$ cat config.mk
export PLATFORM = sky130hd
export DESIGN_NAME = modbus_ascii_frame_receiver_top
export DESIGN_NICKNAME = d
export VERILOG_FILES = /design/src/rtl/core/mafr_pkg.sv /design/src/rtl/core/modbus_ascii_frame_receiver_top.sv
export SDC_FILE = /design/constraint.sdc
export NUM_CORES = 1
export LEC_CHECK = 0
export ABC_AREA = 1
export BUFFER_PORTS_ARGS = -buffer_cell sky130_fd_sc_hd__buf_2
export CAP_MARGIN = 30
export CORE_ASPECT_RATIO = 0.9
export CORE_MARGIN = 2
export CORE_UTILIZATION = 60
export DETAILED_ROUTE_END_ITERATION = 8
export PLACE_DENSITY = 0.8
export SYNTH_ARGS = -nofsm -noshare
export SYNTH_HDL_FRONTEND = slang
export SYNTH_SLANG_ARGS = --single-unit
$ cat constraint.sdc
create_clock -name i_clk -period 7.7 [get_ports i_clk]
set_input_delay 1.155 -clock i_clk [delete_from_list [all_inputs] [get_ports i_clk]]
set_output_delay 1.155 -clock i_clk [all_outputs]
set_load 0.02 [all_outputs]
$ cat src/rtl/core/mafr_pkg.sv
// Shared types, character codes and the hex digit decoder of the ASCII frame receiver.
`timescale 1ns / 1ps
`default_nettype none

package mafr_pkg;

    // Item kind on the request side
    localparam logic KIND_CHAR = 1'b0;
    localparam logic KIND_TICK = 1'b1;

    // Framing characters
    localparam logic [7:0] CH_COLON = 8'h3A;
    localparam logic [7:0] CH_CR    = 8'h0D;
    localparam logic [7:0] CH_LF    = 8'h0A;
    localparam logic [7:0] CH_ZERO  = 8'h30;
    localparam logic [7:0] CH_NINE  = 8'h39;
    localparam logic [7:0] CH_UPA   = 8'h41;
    localparam logic [7:0] CH_UPF   = 8'h46;

    localparam logic [15:0] TIMEOUT_RESET = 16'd1000;
    localparam int          TDATA_W       = 32;
    localparam int          TDATA_PAD     = 6;

    typedef enum logic [1:0] {
        RK_DATA   = 2'd0,
        RK_ACCEPT = 2'd1,
        RK_REJECT = 2'd2
    } t_rkind;

    typedef enum logic [1:0] {
        ERR_NONE    = 2'd0,
        ERR_FRAME   = 2'd1,
        ERR_LRC     = 2'd2,
        ERR_TIMEOUT = 2'd3
    } t_err;

    typedef struct packed {
        t_rkind      kind;
        logic [7:0]  data;
        logic [7:0]  addr;
        logic [7:0]  func;
        t_err        err;
    } t_result;

    typedef struct packed {
        logic       valid;
        logic [3:0] value;
    } t_hex;

    // Upper-case hex digit to nibble; valid low for anything else
    function automatic t_hex hex_decode(input logic [7:0] c);
        t_hex h;
        h.valid = 1'b0;
        h.value = 4'd0;
        if (c >= CH_ZERO && c <= CH_NINE) begin
            h.valid = 1'b1;
            h.value = 4'(c - CH_ZERO);
        end else if (c >= CH_UPA && c <= CH_UPF) begin
            h.valid = 1'b1;
            h.value = 4'(c - CH_UPA + 8'd10);
        end
        return h;
    endfunction

endpackage

`default_nettype wire

$ cat src/rtl/core/modbus_ascii_frame_receiver_top.sv
// Top level of the ASCII frame receiver: character decode, LRC check and result queue.
`timescale 1ns / 1ps
`default_nettype none

// ASCII frame receiver with LRC check. Each request is either one received
// character (tuser low, character in tdata) or one timer tick (tuser high). A
// frame is ':' followed by pairs of upper-case hex digits (address, function,
// data bytes, LRC) closed by CR LF. Every byte after the function code is
// held back by one byte, so the last one is checked as the LRC at LF; data
// bytes leave as they are displaced. At LF the block reports accept or
// reject; bad characters, misplaced CR/LF, an odd digit before CR, a frame
// of fewer than three bytes, an LRC mismatch or timeout_ticks ticks without a
// character (0 acts as 1) reject the frame with an error code and reset the
// receiver. Rate: one request per clock while the skid register is free. Each
// request is decoded combinationally from the state registers into a
// two-entry result queue (output register plus skid register); the request
// side stalls only while both entries are full, so requests that make no
// result keep flowing while a result waits. Each result is registered. The
// user must write the timeout register through i_cfg_wr_en/i_cfg_wr_data only
// while the block is idle (not enforced by the block); it resets to 1000.
module modbus_ascii_frame_receiver_top
    import mafr_pkg::*;
(
    input  wire                 i_clk,
    input  wire                 i_rst_n,
    input  wire                 i_cfg_wr_en,
    input  wire  [15:0]         i_cfg_wr_data,   // timeout_ticks
    input  wire                 s_axis_tvalid,
    output logic                s_axis_tready,
    input  wire  [7:0]          s_axis_tdata,    // [7:0] rx_char
    input  wire                 s_axis_tuser,    // [0] kind
    output logic                m_axis_tvalid,
    input  wire                 m_axis_tready,
    output logic [TDATA_W-1:0]  m_axis_tdata,    // [7:0] data_byte, [15:8] frame_address,
                                                 // [23:16] frame_function, [25:24] error_code
    output logic [1:0]          m_axis_tuser     // [1:0] result_kind
);

    // Configuration
    logic [15:0] r_timeout;

    // Receiver state
    logic        r_in_frame,  n_in_frame;
    logic        r_cr_seen,   n_cr_seen;
    logic        r_nib_pend,  n_nib_pend;
    logic [3:0]  r_high_nib,  n_high_nib;
    logic [1:0]  r_bytes,     n_bytes;
    logic [7:0]  r_address,   n_address;
    logic [7:0]  r_function,  n_function;
    logic [7:0]  r_held,      n_held;
    logic        r_held_vld,  n_held_vld;
    logic [7:0]  r_lrc,       n_lrc;
    logic [15:0] r_idle,      n_idle;

    // Result queue
    logic        r_out_vld;
    t_result     r_out;
    logic        r_skd_vld;
    t_result     r_skd;

    logic        w_req_acc;
    logic        w_pop;
    logic        w_res_vld;
    t_result     w_res;

    assign s_axis_tready = !r_skd_vld;
    assign w_req_acc     = s_axis_tvalid && s_axis_tready;
    assign w_pop         = r_out_vld && m_axis_tready;

    // ---------------------------------------------------------------
    // Single-pass decode of one request
    // ---------------------------------------------------------------
    always_comb begin
        logic        clr;
        logic [15:0] idle_inc;
        logic [15:0] limit;
        logic [7:0]  c;
        logic [7:0]  b;
        t_hex        hx;

        clr        = 1'b0;
        c          = s_axis_tdata;
        hx         = hex_decode(c);
        b          = {r_high_nib, hx.value};
        idle_inc   = (r_idle == 16'hFFFF) ? r_idle : r_idle + 16'd1;
        limit      = (r_timeout == 16'd0) ? 16'd1 : r_timeout;

        n_in_frame = r_in_frame;
        n_cr_seen  = r_cr_seen;
        n_nib_pend = r_nib_pend;
        n_high_nib = r_high_nib;
        n_bytes    = r_bytes;
        n_address  = r_address;
        n_function = r_function;
        n_held     = r_held;
        n_held_vld = r_held_vld;
        n_lrc      = r_lrc;
        n_idle     = r_idle;

        // Address and function go out as they stand before any clear
        w_res_vld  = 1'b0;
        w_res.kind = RK_REJECT;
        w_res.data = 8'd0;
        w_res.addr = r_address;
        w_res.func = r_function;
        w_res.err  = ERR_FRAME;

        if (s_axis_tuser == KIND_TICK) begin
            if (r_in_frame) begin
                n_idle = idle_inc;
                if (idle_inc >= limit) begin
                    w_res_vld = 1'b1;
                    w_res.err = ERR_TIMEOUT;
                    clr       = 1'b1;
                end
            end
        end else if (!r_in_frame) begin
            clr = 1'b1;
            if (c != CH_COLON) begin
                w_res_vld = 1'b1;
            end
        end else begin
            n_idle = 16'd0;
            if (c == CH_LF) begin
                clr       = 1'b1;
                w_res_vld = 1'b1;
                if (!r_cr_seen || r_bytes != 2'd3 || !r_held_vld) begin
                    w_res.err = ERR_FRAME;
                end else if (8'(8'd0 - r_lrc) != r_held) begin
                    w_res.err = ERR_LRC;
                end else begin
                    w_res.kind = RK_ACCEPT;
                    w_res.err  = ERR_NONE;
                end
            end else if (r_cr_seen) begin
                clr       = 1'b1;
                w_res_vld = 1'b1;
            end else if (c == CH_CR) begin
                if (r_nib_pend) begin
                    clr       = 1'b1;
                    w_res_vld = 1'b1;
                end else begin
                    n_cr_seen = 1'b1;
                end
            end else if (!hx.valid) begin
                clr       = 1'b1;
                w_res_vld = 1'b1;
            end else if (!r_nib_pend) begin
                n_high_nib = hx.value;
                n_nib_pend = 1'b1;
            end else begin
                n_nib_pend = 1'b0;
                case (r_bytes)
                    2'd0: begin
                        n_address = b;
                        n_lrc     = r_lrc + b;
                        n_bytes   = 2'd1;
                    end
                    2'd1: begin
                        n_function = b;
                        n_lrc      = r_lrc + b;
                        n_bytes    = 2'd2;
                    end
                    default: begin
                        n_bytes = 2'd3;
                        n_held  = b;
                        if (r_held_vld) begin
                            // Displace the held byte: it was data, not the LRC
                            n_lrc      = r_lrc + r_held;
                            w_res_vld  = 1'b1;
                            w_res.kind = RK_DATA;
                            w_res.data = r_held;
                            w_res.err  = ERR_NONE;
                        end else begin
                            n_held_vld = 1'b1;
                        end
                    end
                endcase
            end
        end

        // Receiver reset; an opening colon lands here too and opens the frame
        if (clr) begin
            n_in_frame = (s_axis_tuser == KIND_CHAR) && !r_in_frame && (c == CH_COLON);
            n_cr_seen  = 1'b0;
            n_nib_pend = 1'b0;
            n_high_nib = 4'd0;
            n_bytes    = 2'd0;
            n_address  = 8'd0;
            n_function = 8'd0;
            n_held     = 8'd0;
            n_held_vld = 1'b0;
            n_lrc      = 8'd0;
            n_idle     = 16'd0;
        end
    end

    // ---------------------------------------------------------------
    // Configuration and receiver state
    // ---------------------------------------------------------------
    always_ff @(posedge i_clk) begin
        if (!i_rst_n) begin
            r_timeout <= TIMEOUT_RESET;
        end else if (i_cfg_wr_en) begin
            r_timeout <= i_cfg_wr_data;
        end
    end

    always_ff @(posedge i_clk) begin
        if (!i_rst_n) begin
            r_in_frame <= 1'b0;
            r_cr_seen  <= 1'b0;
            r_nib_pend <= 1'b0;
            r_high_nib <= 4'd0;
            r_bytes    <= 2'd0;
            r_address  <= 8'd0;
            r_function <= 8'd0;
            r_held     <= 8'd0;
            r_held_vld <= 1'b0;
            r_lrc      <= 8'd0;
            r_idle     <= 16'd0;
        end else if (w_req_acc) begin
            r_in_frame <= n_in_frame;
            r_cr_seen  <= n_cr_seen;
            r_nib_pend <= n_nib_pend;
            r_high_nib <= n_high_nib;
            r_bytes    <= n_bytes;
            r_address  <= n_address;
            r_function <= n_function;
            r_held     <= n_held;
            r_held_vld <= n_held_vld;
            r_lrc      <= n_lrc;
            r_idle     <= n_idle;
        end
    end

    // ---------------------------------------------------------------
    // Result queue: output register backed by a skid register
    // ---------------------------------------------------------------
    always_ff @(posedge i_clk) begin
        if (!i_rst_n) begin
            r_out_vld <= 1'b0;
            r_skd_vld <= 1'b0;
        end else if (w_pop) begin
            if (r_skd_vld) begin
                r_out_vld <= 1'b1;
                r_skd_vld <= 1'b0;
            end else begin
                r_out_vld <= w_req_acc && w_res_vld;
            end
        end else if (w_req_acc && w_res_vld) begin
            if (r_out_vld) begin
                r_skd_vld <= 1'b1;
            end else begin
                r_out_vld <= 1'b1;
            end
        end
    end

    always_ff @(posedge i_clk) begin
        if (w_pop) begin
            if (r_skd_vld) begin
                r_out <= r_skd;
            end else begin
                r_out <= w_res;
            end
        end else if (w_req_acc && w_res_vld) begin
            if (r_out_vld) begin
                r_skd <= w_res;
            end else begin
                r_out <= w_res;
            end
        end
    end

    assign m_axis_tvalid = r_out_vld;
    assign m_axis_tuser  = r_out.kind;
    assign m_axis_tdata  = {{TDATA_PAD{1'b0}}, r_out.err, r_out.func, r_out.addr, r_out.data};

    // ---------------------------------------------------------------
    // Assertions
    // ---------------------------------------------------------------
    a_skid_needs_out: assert property (@(posedge i_clk) disable iff (!i_rst_n)
        r_skd_vld |-> r_out_vld)
        else $error("skid entry held with empty output register");

    a_result_queued: assert property (@(posedge i_clk) disable iff (!i_rst_n)
        (w_req_acc && w_res_vld) |=> r_out_vld)
        else $error("result of an accepted request was not queued");

    a_reject_closes: assert property (@(posedge i_clk) disable iff (!i_rst_n)
        (w_req_acc && w_res_vld && w_res.kind == RK_REJECT) |=> !r_in_frame && !r_held_vld)
        else $error("receiver not reset after a rejected frame");

    a_bytes_in_frame: assert property (@(posedge i_clk) disable iff (!i_rst_n)
        (r_bytes != 2'd0 || r_held_vld || r_cr_seen) |-> r_in_frame)
        else $error("frame progress recorded outside a frame");

    a_accept_clean: assert property (@(posedge i_clk) disable iff (!i_rst_n)
        (w_req_acc && w_res_vld && w_res.kind == RK_ACCEPT)
            |-> (w_res.err == ERR_NONE && 8'(r_lrc + r_held) == 8'd0))
        else $error("frame accepted with a bad LRC or an error code");

endmodule

`default_nettype wire
==> impl_metrics.prom, run 1 <==
# TYPE chip_impl_metric gauge
chip_impl_metric{name="fp-row-count",unit=""} 37
chip_impl_metric{name="synth_compound_gate_area_share",unit="%"} 9.889
chip_impl_info{name="worst-setup-path-type",value="reg -> reg"} 1
chip_impl_metric{name="period_minus_slack",unit="ns"} 4.848
chip_impl_metric{name="drv.max_cap_violation_count",unit=""} 0
chip_impl_metric{name="die_height",unit="um"} 106.4
chip_impl_metric{name="report.final.hold_viol_count",unit=""} 0
chip_impl_info{name="worstHoldPathType",value="reg -> reg"} 1
chip_impl_metric{name="floorplan.initialDensity",unit="%"} 61.44
chip_impl_metric{name="synthMuxAreaShare",unit="%"} 0.3219
chip_impl_info{name="cp-start-kind",value="register"} 1
chip_impl_metric{name="final.setup.tns",unit="ns"} 0
chip_impl_info{name="ys_dominant_reg_cell",value="dfxtp_1"} 1
chip_impl_metric{name="final_cells",unit=""} 1106
chip_impl_metric{name="first_pass_iters",unit=""} 6
chip_impl_metric{name="yosys.cell_types.count",unit=""} 47
chip_impl_info{name="layout_commonest_cell",value="nand2_1"} 1
chip_impl_metric{name="setup_viol",unit=""} 0
chip_impl_metric{name="synth-seq-cells",unit=""} 132
chip_impl_metric{name="tightest_pin_transition",unit="ns"} 0.8774
chip_impl_metric{name="fp.dieArea",unit="um^2"} 12540
chip_impl_metric{name="route.detailed.drc",unit=""} 0
chip_impl_metric{name="nNetsFinal",unit=""} 997
chip_impl_metric{name="syn-instance-count",unit=""} 879
chip_impl_metric{name="yosys_warnings",unit=""} 0
chip_impl_metric{name="numClockSinks",unit=""} 132
chip_impl_metric{name="grt_start_max_net_pins",unit=""} 49
chip_impl_info{name="synth_top_family_by_area",value="simple AND/OR/NAND/NOR gates"} 1
chip_impl_metric{name="syn_to_final_growth",unit="%"} 13.61
chip_impl_metric{name="wire_per_inst",unit="um"} 14.21
chip_impl_metric{name="grt_pass1_wl",unit="um"} 25740
chip_impl_metric{name="dp.cells",unit=""} 1074
chip_impl_info{name="setup_repair_after_global_routing_missed_its_margin",value="no"} 1
chip_impl_metric{name="worstPathMaxFanout",unit=""} 28
chip_impl_metric{name="route.detailed.vias_per_inst",unit=""} 5.313
chip_impl_metric{name="clkTransAtPathRegs",unit="ns"} 0.06
chip_impl_metric{name="cts_hold_repair.buffers",unit=""} 0
chip_impl_metric{name="worst-endpoint-required",unit="ns"} 7.78
chip_impl_metric{name="vias",unit=""} 5876
chip_impl_metric{name="synthDominantCellAreaShare",unit="%"} 24.03
chip_impl_metric{name="highest_clock_frequency_the_design_can_meet",unit="MHz"} 206.3
chip_impl_metric{name="numCtsBuffers",unit=""} 17
chip_impl_metric{name="max_slew_margin_vs_limit",unit="%"} 41.51
chip_impl_metric{name="synthArstFlopShare",unit="%"} 0
chip_impl_metric{name="power.density",unit="nW/um^2"} 218.0
chip_impl_metric{name="antenna_cells",unit=""} 0
chip_impl_metric{name="yosysSeqAreaShare",unit="%"} 45.78
chip_impl_metric{name="synth-edff-count",unit=""} 56
chip_impl_metric{name="synthSimpleGateAreaFrac",unit="%"} 27.52
chip_impl_metric{name="worst_clock_skew",unit="ns"} 0.007862
chip_impl_metric{name="post_synthesis_average_cell_area",unit="um^2"} 7.960
chip_impl_metric{name="synthAdderAreaFrac",unit="%"} 5.472
chip_impl_metric{name="cts.path.max_buffers",unit=""} 2
chip_impl_metric{name="io_pins",unit=""} 66
chip_impl_metric{name="total_leakage_power",unit="nW"} 3.719
chip_impl_info{name="netlist_top_cells_area",value="edfxtp_1 (24%), dfxtp_1 (22%), nand2_1 (12%)"} 1
chip_impl_metric{name="post_cts_resized",unit=""} 0
chip_impl_metric{name="cts_setup_buffers",unit=""} 0
chip_impl_metric{name="syn_area",unit="um^2"} 6997
chip_impl_metric{name="port_buffers",unit=""} 59
chip_impl_metric{name="synth_xor_area_share",unit="%"} 3.255
chip_impl_metric{name="final_wtd_congestion",unit=""} 0.9032
chip_impl_info{name="crit_path_end_kind",value="register"} 1
chip_impl_metric{name="clk_latency",unit="ns"} 0.42
chip_impl_info{name="commonest_cells_after_routing_fill_and_taps_aside",value="nand2_1 (215), nor2_1 (113), inv_1 (88)"} 1
chip_impl_metric{name="first_global_vias",unit=""} 5462
chip_impl_metric{name="worst_ir_drop_vdd",unit="uV"} 243.5
chip_impl_metric{name="detail_route.iter0.violations",unit=""} 377
chip_impl_metric{name="antenna_found_initial",unit=""} 1
chip_impl_metric{name="globalRoute.totalOverflow",unit=""} 0
chip_impl_metric{name="slew_violations",unit=""} 0
chip_impl_info{name="tritoncts",value="yes"} 1
chip_impl_metric{name="final.fill_count",unit=""} 933
chip_impl_info{name="synth_top_area_cell",value="edfxtp_1"} 1
chip_impl_info{name="cts_root_buffer",value="clkbuf_16"} 1
chip_impl_info{name="run_status",value="finished, final reports clean"} 1
chip_impl_metric{name="coreArea",unit="um^2"} 11390
chip_impl_metric{name="dp_hpwl",unit="um"} 11000
chip_impl_metric{name="globalRouteTotalUtil",unit="%"} 26.06
chip_impl_metric{name="htree_levels",unit=""} 4
chip_impl_metric{name="period_share",unit="%"} 62.96
chip_impl_metric{name="drive_above_1_share",unit="%"} 14.42
chip_impl_metric{name="die_w",unit="um"} 117.8
chip_impl_metric{name="totalWireLength",unit="um"} 15710
chip_impl_metric{name="worst-endpoint-arrival",unit="ns"} 4.93
chip_impl_metric{name="ant_nets",unit=""} 0
==> state kept, by name, indices dropped and copies added (netlist names), 8 cells and up <==
name          count
r_address         8
m_axis_tdata     26
r_function        8
r_timeout        16
r_held            8
r_skd            28
r_idle           16
r_lrc             8
==> cell families (layout without fill, tap and decap cells) <==
logic type               Yosys count  in the layout
adder cells (fa/ha/maj)           30             30
multiplexers                       2              2
XOR/XNOR                          26             26
AO/OA/AOI/OAI                    122            122
other                              1              6
buffers and inverters            129            195
AND/OR/NAND/NOR                  437            437
flip-flops                       132            132
==> final timing paths <==
path	start	endpoint	slack, ns	cells after the start
max	r_idle[0]	m_axis_tdata[6]	2.85	22
min	r_address[0]	r_skd[10]	0.43	0
max reg2reg	r_idle[0]	m_axis_tdata[6]	2.85	22
min reg2reg	r_address[0]	r_skd[10]	0.43	0
==> per-stage QoR <==
step | hold WS (ns) | util [%] | setup WS, ns | instance area (um^2) | total power (W)
2_1_floorplan | 0.4082 | - | 2.261 | 7015 | 0.0009240
3_3_place_gp | 0.4090 | 64.81 | 3.274 | 7381 | 0.0009639
3_5_place_dp | 0.4136 | 64.81 | 3.055 | 7381 | 0.0009685
4_1_cts | 0.4279 | 69.80 | 2.930 | 7949 | 0.001737
5_1_grt | 0.4336 | 69.80 | 2.424 | 7949 | 0.001795
6_report | 0.4297 | 69.80 | 2.852 | 7949 | 0.001733
==> cell type report <==
class	instances	area (um^2)	share of cell area, %
multi-input cells	623	3279	41.26
flip-flops and latches	132	3203	40.30
clock buffers	17	425.4	5.352
inverters	100	377.9	4.754
repair buffers	63	325.3	4.093
well taps	156	195.2	2.456
clock inverters	15	142.6	1.794
==> worst max-delay path: stages, from the launching register on <==
cell	delay, ns
dfxtp_1	0.38
ha_1	0.22
nand3_1	0.12
inv_1	0.09
nand3_1	0.13
nor2_1	0.20
nand3_1	0.12
nor2_1	0.25
nor2_1	0.11
xnor2_1	0.16
inv_1	0.08
ha_1	0.30
nand2_1	0.10
nor3_1	0.34
nand3_1	0.12
nand3_1	0.11
nand2_1	0.08
nand2_4	0.20
inv_1	0.29
nor2_2	0.35
o211ai_1	0.20
o21ai_2	0.16
buf_4	0.37
==> power breakdown <==
group          leakage (nW)  switching [W]  internal (W)  total (W)
combinational          2.27       0.000122     0.0000581   0.000180
clock                 0.281       0.000325      0.000451   0.000776
sequential             1.17      0.0000179      0.000759   0.000777
total                  3.72       0.000464       0.00127    0.00173
==> cell usage after synthesis, types with 2 or more instances <==
cell	count
nand2_1	215
nor2_1	114
inv_1	88
dfxtp_1	76
a21oi_1	60
edfxtp_1	56
nand3_1	48
o21ai_0	42
ha_1	29
xor2_1	20
clkbuf_1	18
nand4_1	16
nor3_1	15
inv_2	9
nand2_4	7
buf_4	6
xnor2_1	6
o21ai_1	5
buf_6	4
nor2_4	4
nor4_1	4
nand3b_1	3
nor2_2	3
or2_2	3
a21o_1	2
clkinv_1	2
mux2_2	2
nor2_8	2
o21ai_2	2
==> per-layer routing <==
metal	share of wire [%]	global-route usage, %	vias up
met5	0	0	-
met4	2.5	9.725	0
met3	6.0	6.545	39
met2	49	46.01	192
met1	43	30.74	2656
li1	-	-	2989
No activity file was read; power rests on OpenSTA's default activity.
==> run 2, diff against run 1 <==
--- a/config.mk
+++ b/config.mk
@@ -10,9 +10,9 @@
 export CAP_MARGIN = 30
 export CORE_ASPECT_RATIO = 0.9
 export CORE_MARGIN = 2
-export CORE_UTILIZATION = 60
+export CORE_UTILIZATION = 54
 export DETAILED_ROUTE_END_ITERATION = 8
-export PLACE_DENSITY = 0.8
+export PLACE_DENSITY = 0.76
 export SYNTH_ARGS = -nofsm -noshare
 export SYNTH_HDL_FRONTEND = slang
 export SYNTH_SLANG_ARGS = --single-unit
==> constraint.sdc (replaced) <==
create_clock -name i_clk -period 4.2 [get_ports i_clk]
set_input_delay 0.63 -clock i_clk [delete_from_list [all_inputs] [get_ports i_clk]]
set_output_delay 0.63 -clock i_clk [all_outputs]
set_load 0.02 [all_outputs]
==> run 2 against run 1 <==
Compared with the run above:
- clock skew about the same
- hold slack improved by 0.0032 ns
- routed wire length increased by 1.3%
- combinational power increased by 89%
- clock-buffer cell count increased by 1
- global-route usage decreased by 2.3 points
- critical path type unchanged
- highest routed layer unchanged
==> impl_metrics.prom, run 2 (synthesis gave the netlist of run 1 again) <==
# TYPE chip_impl_metric gauge
chip_impl_info{name="run_status",value="finished, final reports clean"} 1
chip_impl_metric{name="first_pass_iters",unit=""} 5
chip_impl_metric{name="floorplan.initialDensity",unit="%"} 55.15
chip_impl_metric{name="final.setup.tns",unit="ns"} 0
chip_impl_metric{name="layout.cell_area.non_filler",unit="um^2"} 8153
chip_impl_metric{name="port_buffers",unit=""} 59
chip_impl_metric{name="clkTransAtPathRegs",unit="ns"} 0.06
chip_impl_metric{name="period_share",unit="%"} 92.08
chip_impl_metric{name="worstPathMaxFanout",unit=""} 17
chip_impl_metric{name="largest_reg_flops",unit=""} 28
chip_impl_metric{name="ant_nets",unit=""} 0
chip_impl_info{name="cell_repeated_most_along_the_worst_path",value="nand2_1"} 1
chip_impl_metric{name="critPathMaxStageDelay",unit="ns"} 0.37
chip_impl_metric{name="first_global_vias",unit=""} 5552
chip_impl_metric{name="highest_clock_frequency_the_design_can_meet",unit="MHz"} 258.6
chip_impl_metric{name="route.detailed.vias_per_inst",unit=""} 5.330
chip_impl_metric{name="cts.path.max_buffers",unit=""} 2
chip_impl_metric{name="totalWireLength",unit="um"} 15910
chip_impl_metric{name="numCtsBuffers",unit=""} 17
chip_impl_metric{name="antenna_found_initial",unit=""} 0
chip_impl_metric{name="final.fill_count",unit=""} 1078
chip_impl_metric{name="cts_hold_repair.buffers",unit=""} 0
chip_impl_metric{name="period_minus_slack",unit="ns"} 3.868
chip_impl_metric{name="die_height",unit="um"} 112.0
chip_impl_metric{name="nNetsFinal",unit=""} 1003
chip_impl_metric{name="vias",unit=""} 5970
chip_impl_metric{name="worst-endpoint-arrival",unit="ns"} 4.17
chip_impl_metric{name="htree_levels",unit=""} 4
chip_impl_metric{name="max_slew_margin_vs_limit",unit="%"} 63.77
chip_impl_metric{name="grt_pass1_wl",unit="um"} 25880
chip_impl_info{name="cp-start-kind",value="register"} 1
chip_impl_info{name="tritoncts",value="yes"} 1
chip_impl_metric{name="detail_route.iter0.violations",unit=""} 451
chip_impl_metric{name="grt_start_max_net_pins",unit=""} 49
chip_impl_metric{name="finish.utilization",unit="%"} 64.26
chip_impl_metric{name="tightest_pin_transition",unit="ns"} 0.5428
chip_impl_metric{name="coreArea",unit="um^2"} 12690
chip_impl_metric{name="globalRouteTotalUtil",unit="%"} 23.79
chip_impl_metric{name="layout.area.seq",unit="um^2"} 3204
chip_impl_metric{name="dpl-instance-area",unit="um^2"} 7438
chip_impl_metric{name="fin_worst_hold_slack",unit="ns"} 0.4329
chip_impl_metric{name="multi_input_comb_area",unit="um^2"} 3329
chip_impl_metric{name="fp-row-count",unit=""} 39
chip_impl_metric{name="final_wtd_congestion",unit=""} 0.9226
chip_impl_metric{name="drv.max_cap_violation_count",unit=""} 0
chip_impl_metric{name="globalRoute.totalOverflow",unit=""} 0
chip_impl_info{name="layout_commonest_cell",value="nand2_1"} 1
chip_impl_metric{name="setup_viol",unit=""} 0
chip_impl_metric{name="fp.dieArea",unit="um^2"} 13880
chip_impl_metric{name="slew_violations",unit=""} 0
chip_impl_info{name="commonest_cells_after_routing_fill_and_taps_aside",value="nand2_1 (215), nor2_1 (111), inv_1 (88)"} 1
chip_impl_metric{name="syn_to_final_growth",unit="%"} 16.52
chip_impl_metric{name="die_w",unit="um"} 124.0
chip_impl_metric{name="dp.cells",unit=""} 1085
chip_impl_metric{name="worst_clock_skew",unit="ns"} 0.007847
chip_impl_metric{name="antenna_cells",unit=""} 0
chip_impl_info{name="worstHoldPathType",value="in -> reg"} 1
chip_impl_metric{name="final_cells",unit=""} 1120
chip_impl_metric{name="dp_hpwl",unit="um"} 11160
chip_impl_info{name="regMostFlops",value="r_skd"} 1
chip_impl_info{name="cts_root_buffer",value="clkbuf_16"} 1
chip_impl_info{name="crit_path_end_kind",value="register"} 1
chip_impl_metric{name="wire_per_inst",unit="um"} 14.21
chip_impl_metric{name="clk_latency",unit="ns"} 0.42
chip_impl_metric{name="numClockSinks",unit=""} 132
chip_impl_info{name="timing.critical_path.slowest_stage_cell",value="dfxtp_1"} 1
chip_impl_metric{name="worst_ir_drop_vdd",unit="uV"} 297.4
chip_impl_metric{name="worst-endpoint-required",unit="ns"} 4.50
chip_impl_metric{name="route.detailed.drc",unit=""} 0
chip_impl_info{name="worst-setup-path-type",value="reg -> reg"} 1
chip_impl_metric{name="io_pins",unit=""} 66
chip_impl_metric{name="drive_above_1_share",unit="%"} 15.48
chip_impl_metric{name="report.final.hold_viol_count",unit=""} 0
chip_impl_metric{name="power.density",unit="nW/um^2"} 411.6
chip_impl_metric{name="total_leakage_power",unit="nW"} 3.787
## run 2: path summary, 6_finish.rpt
kind / from / endpoint / slack (ns) / cells after the start
worst max-delay path: r_idle[1] / r_function[0] / 0.33 / 28
worst min-delay path: i_cfg_wr_data[8] / r_timeout[8] / 0.43 / 3
worst max register to register: r_idle[1] / r_function[0] / 0.33 / 28
worst min register to register: r_address[7] / r_skd[17] / 0.43 / 0
## run 2: per-stage QoR
| step | setup slack, ns | power [W] |
|---|---|---|
| final | 0.3325 | 0.003356 |
| after global routing | -0.01969 | 0.003462 |
| after CTS | 0.02789 | 0.003354 |
| after detailed placement | 0.2053 | 0.001783 |
| after global placement | 0.3078 | 0.001774 |
| after floorplan | 0.03222 | 0.001693 |
## run 2: layout make-up
class	instances	area share, %
multi-input combinational	624	40.84
sequential	132	39.30
clock buffer	18	5.264
timing repair buffer	68	4.957
inverter	100	4.635
tap	164	2.517
clock inverter	14	2.486
## run 2: what timing repair did
action / in CTS / in global routing
setup buffers: 0 / 2
resized for setup: 0 / 10
endpoints found under the setup margin: 0 / 98
## run 2: per-layer routing
| layer | vias up | share of wire [%] | track usage, % |
|---|---|---|---|
| met3 | 34 | 6.1 | 5.840 |
| met1 | 2741 | 43 | 29.28 |
| met5 | - | 0 | 0 |
| met2 | 180 | 48 | 39.08 |
| met4 | 0 | 2.9 | 11.01 |
| li1 | 3015 | - | - |
## run 2: critical path, delay by kind of cell (launching register included)
| family | cells | cell delay, ns |
|---|---|---|
| adders and majority gates | 2 | 0.50 |
| and+or+nand+nor | 17 | 1.80 |
| xor gates and xnor gates | 1 | 0.13 |
| AOI/OAI and AO/OA | 2 | 0.22 |
| DFF | 1 | 0.37 |
| buffers and inverters | 6 | 0.71 |
## run 2: where the power goes
part	total, W	switching [W]	internal [W]
Clock	0.00159	0.000586	0.00100
Combinational	0.000341	0.000226	0.000115
Sequential	0.00143	0.0000339	0.00139
Total	0.00336	0.000846	0.00251
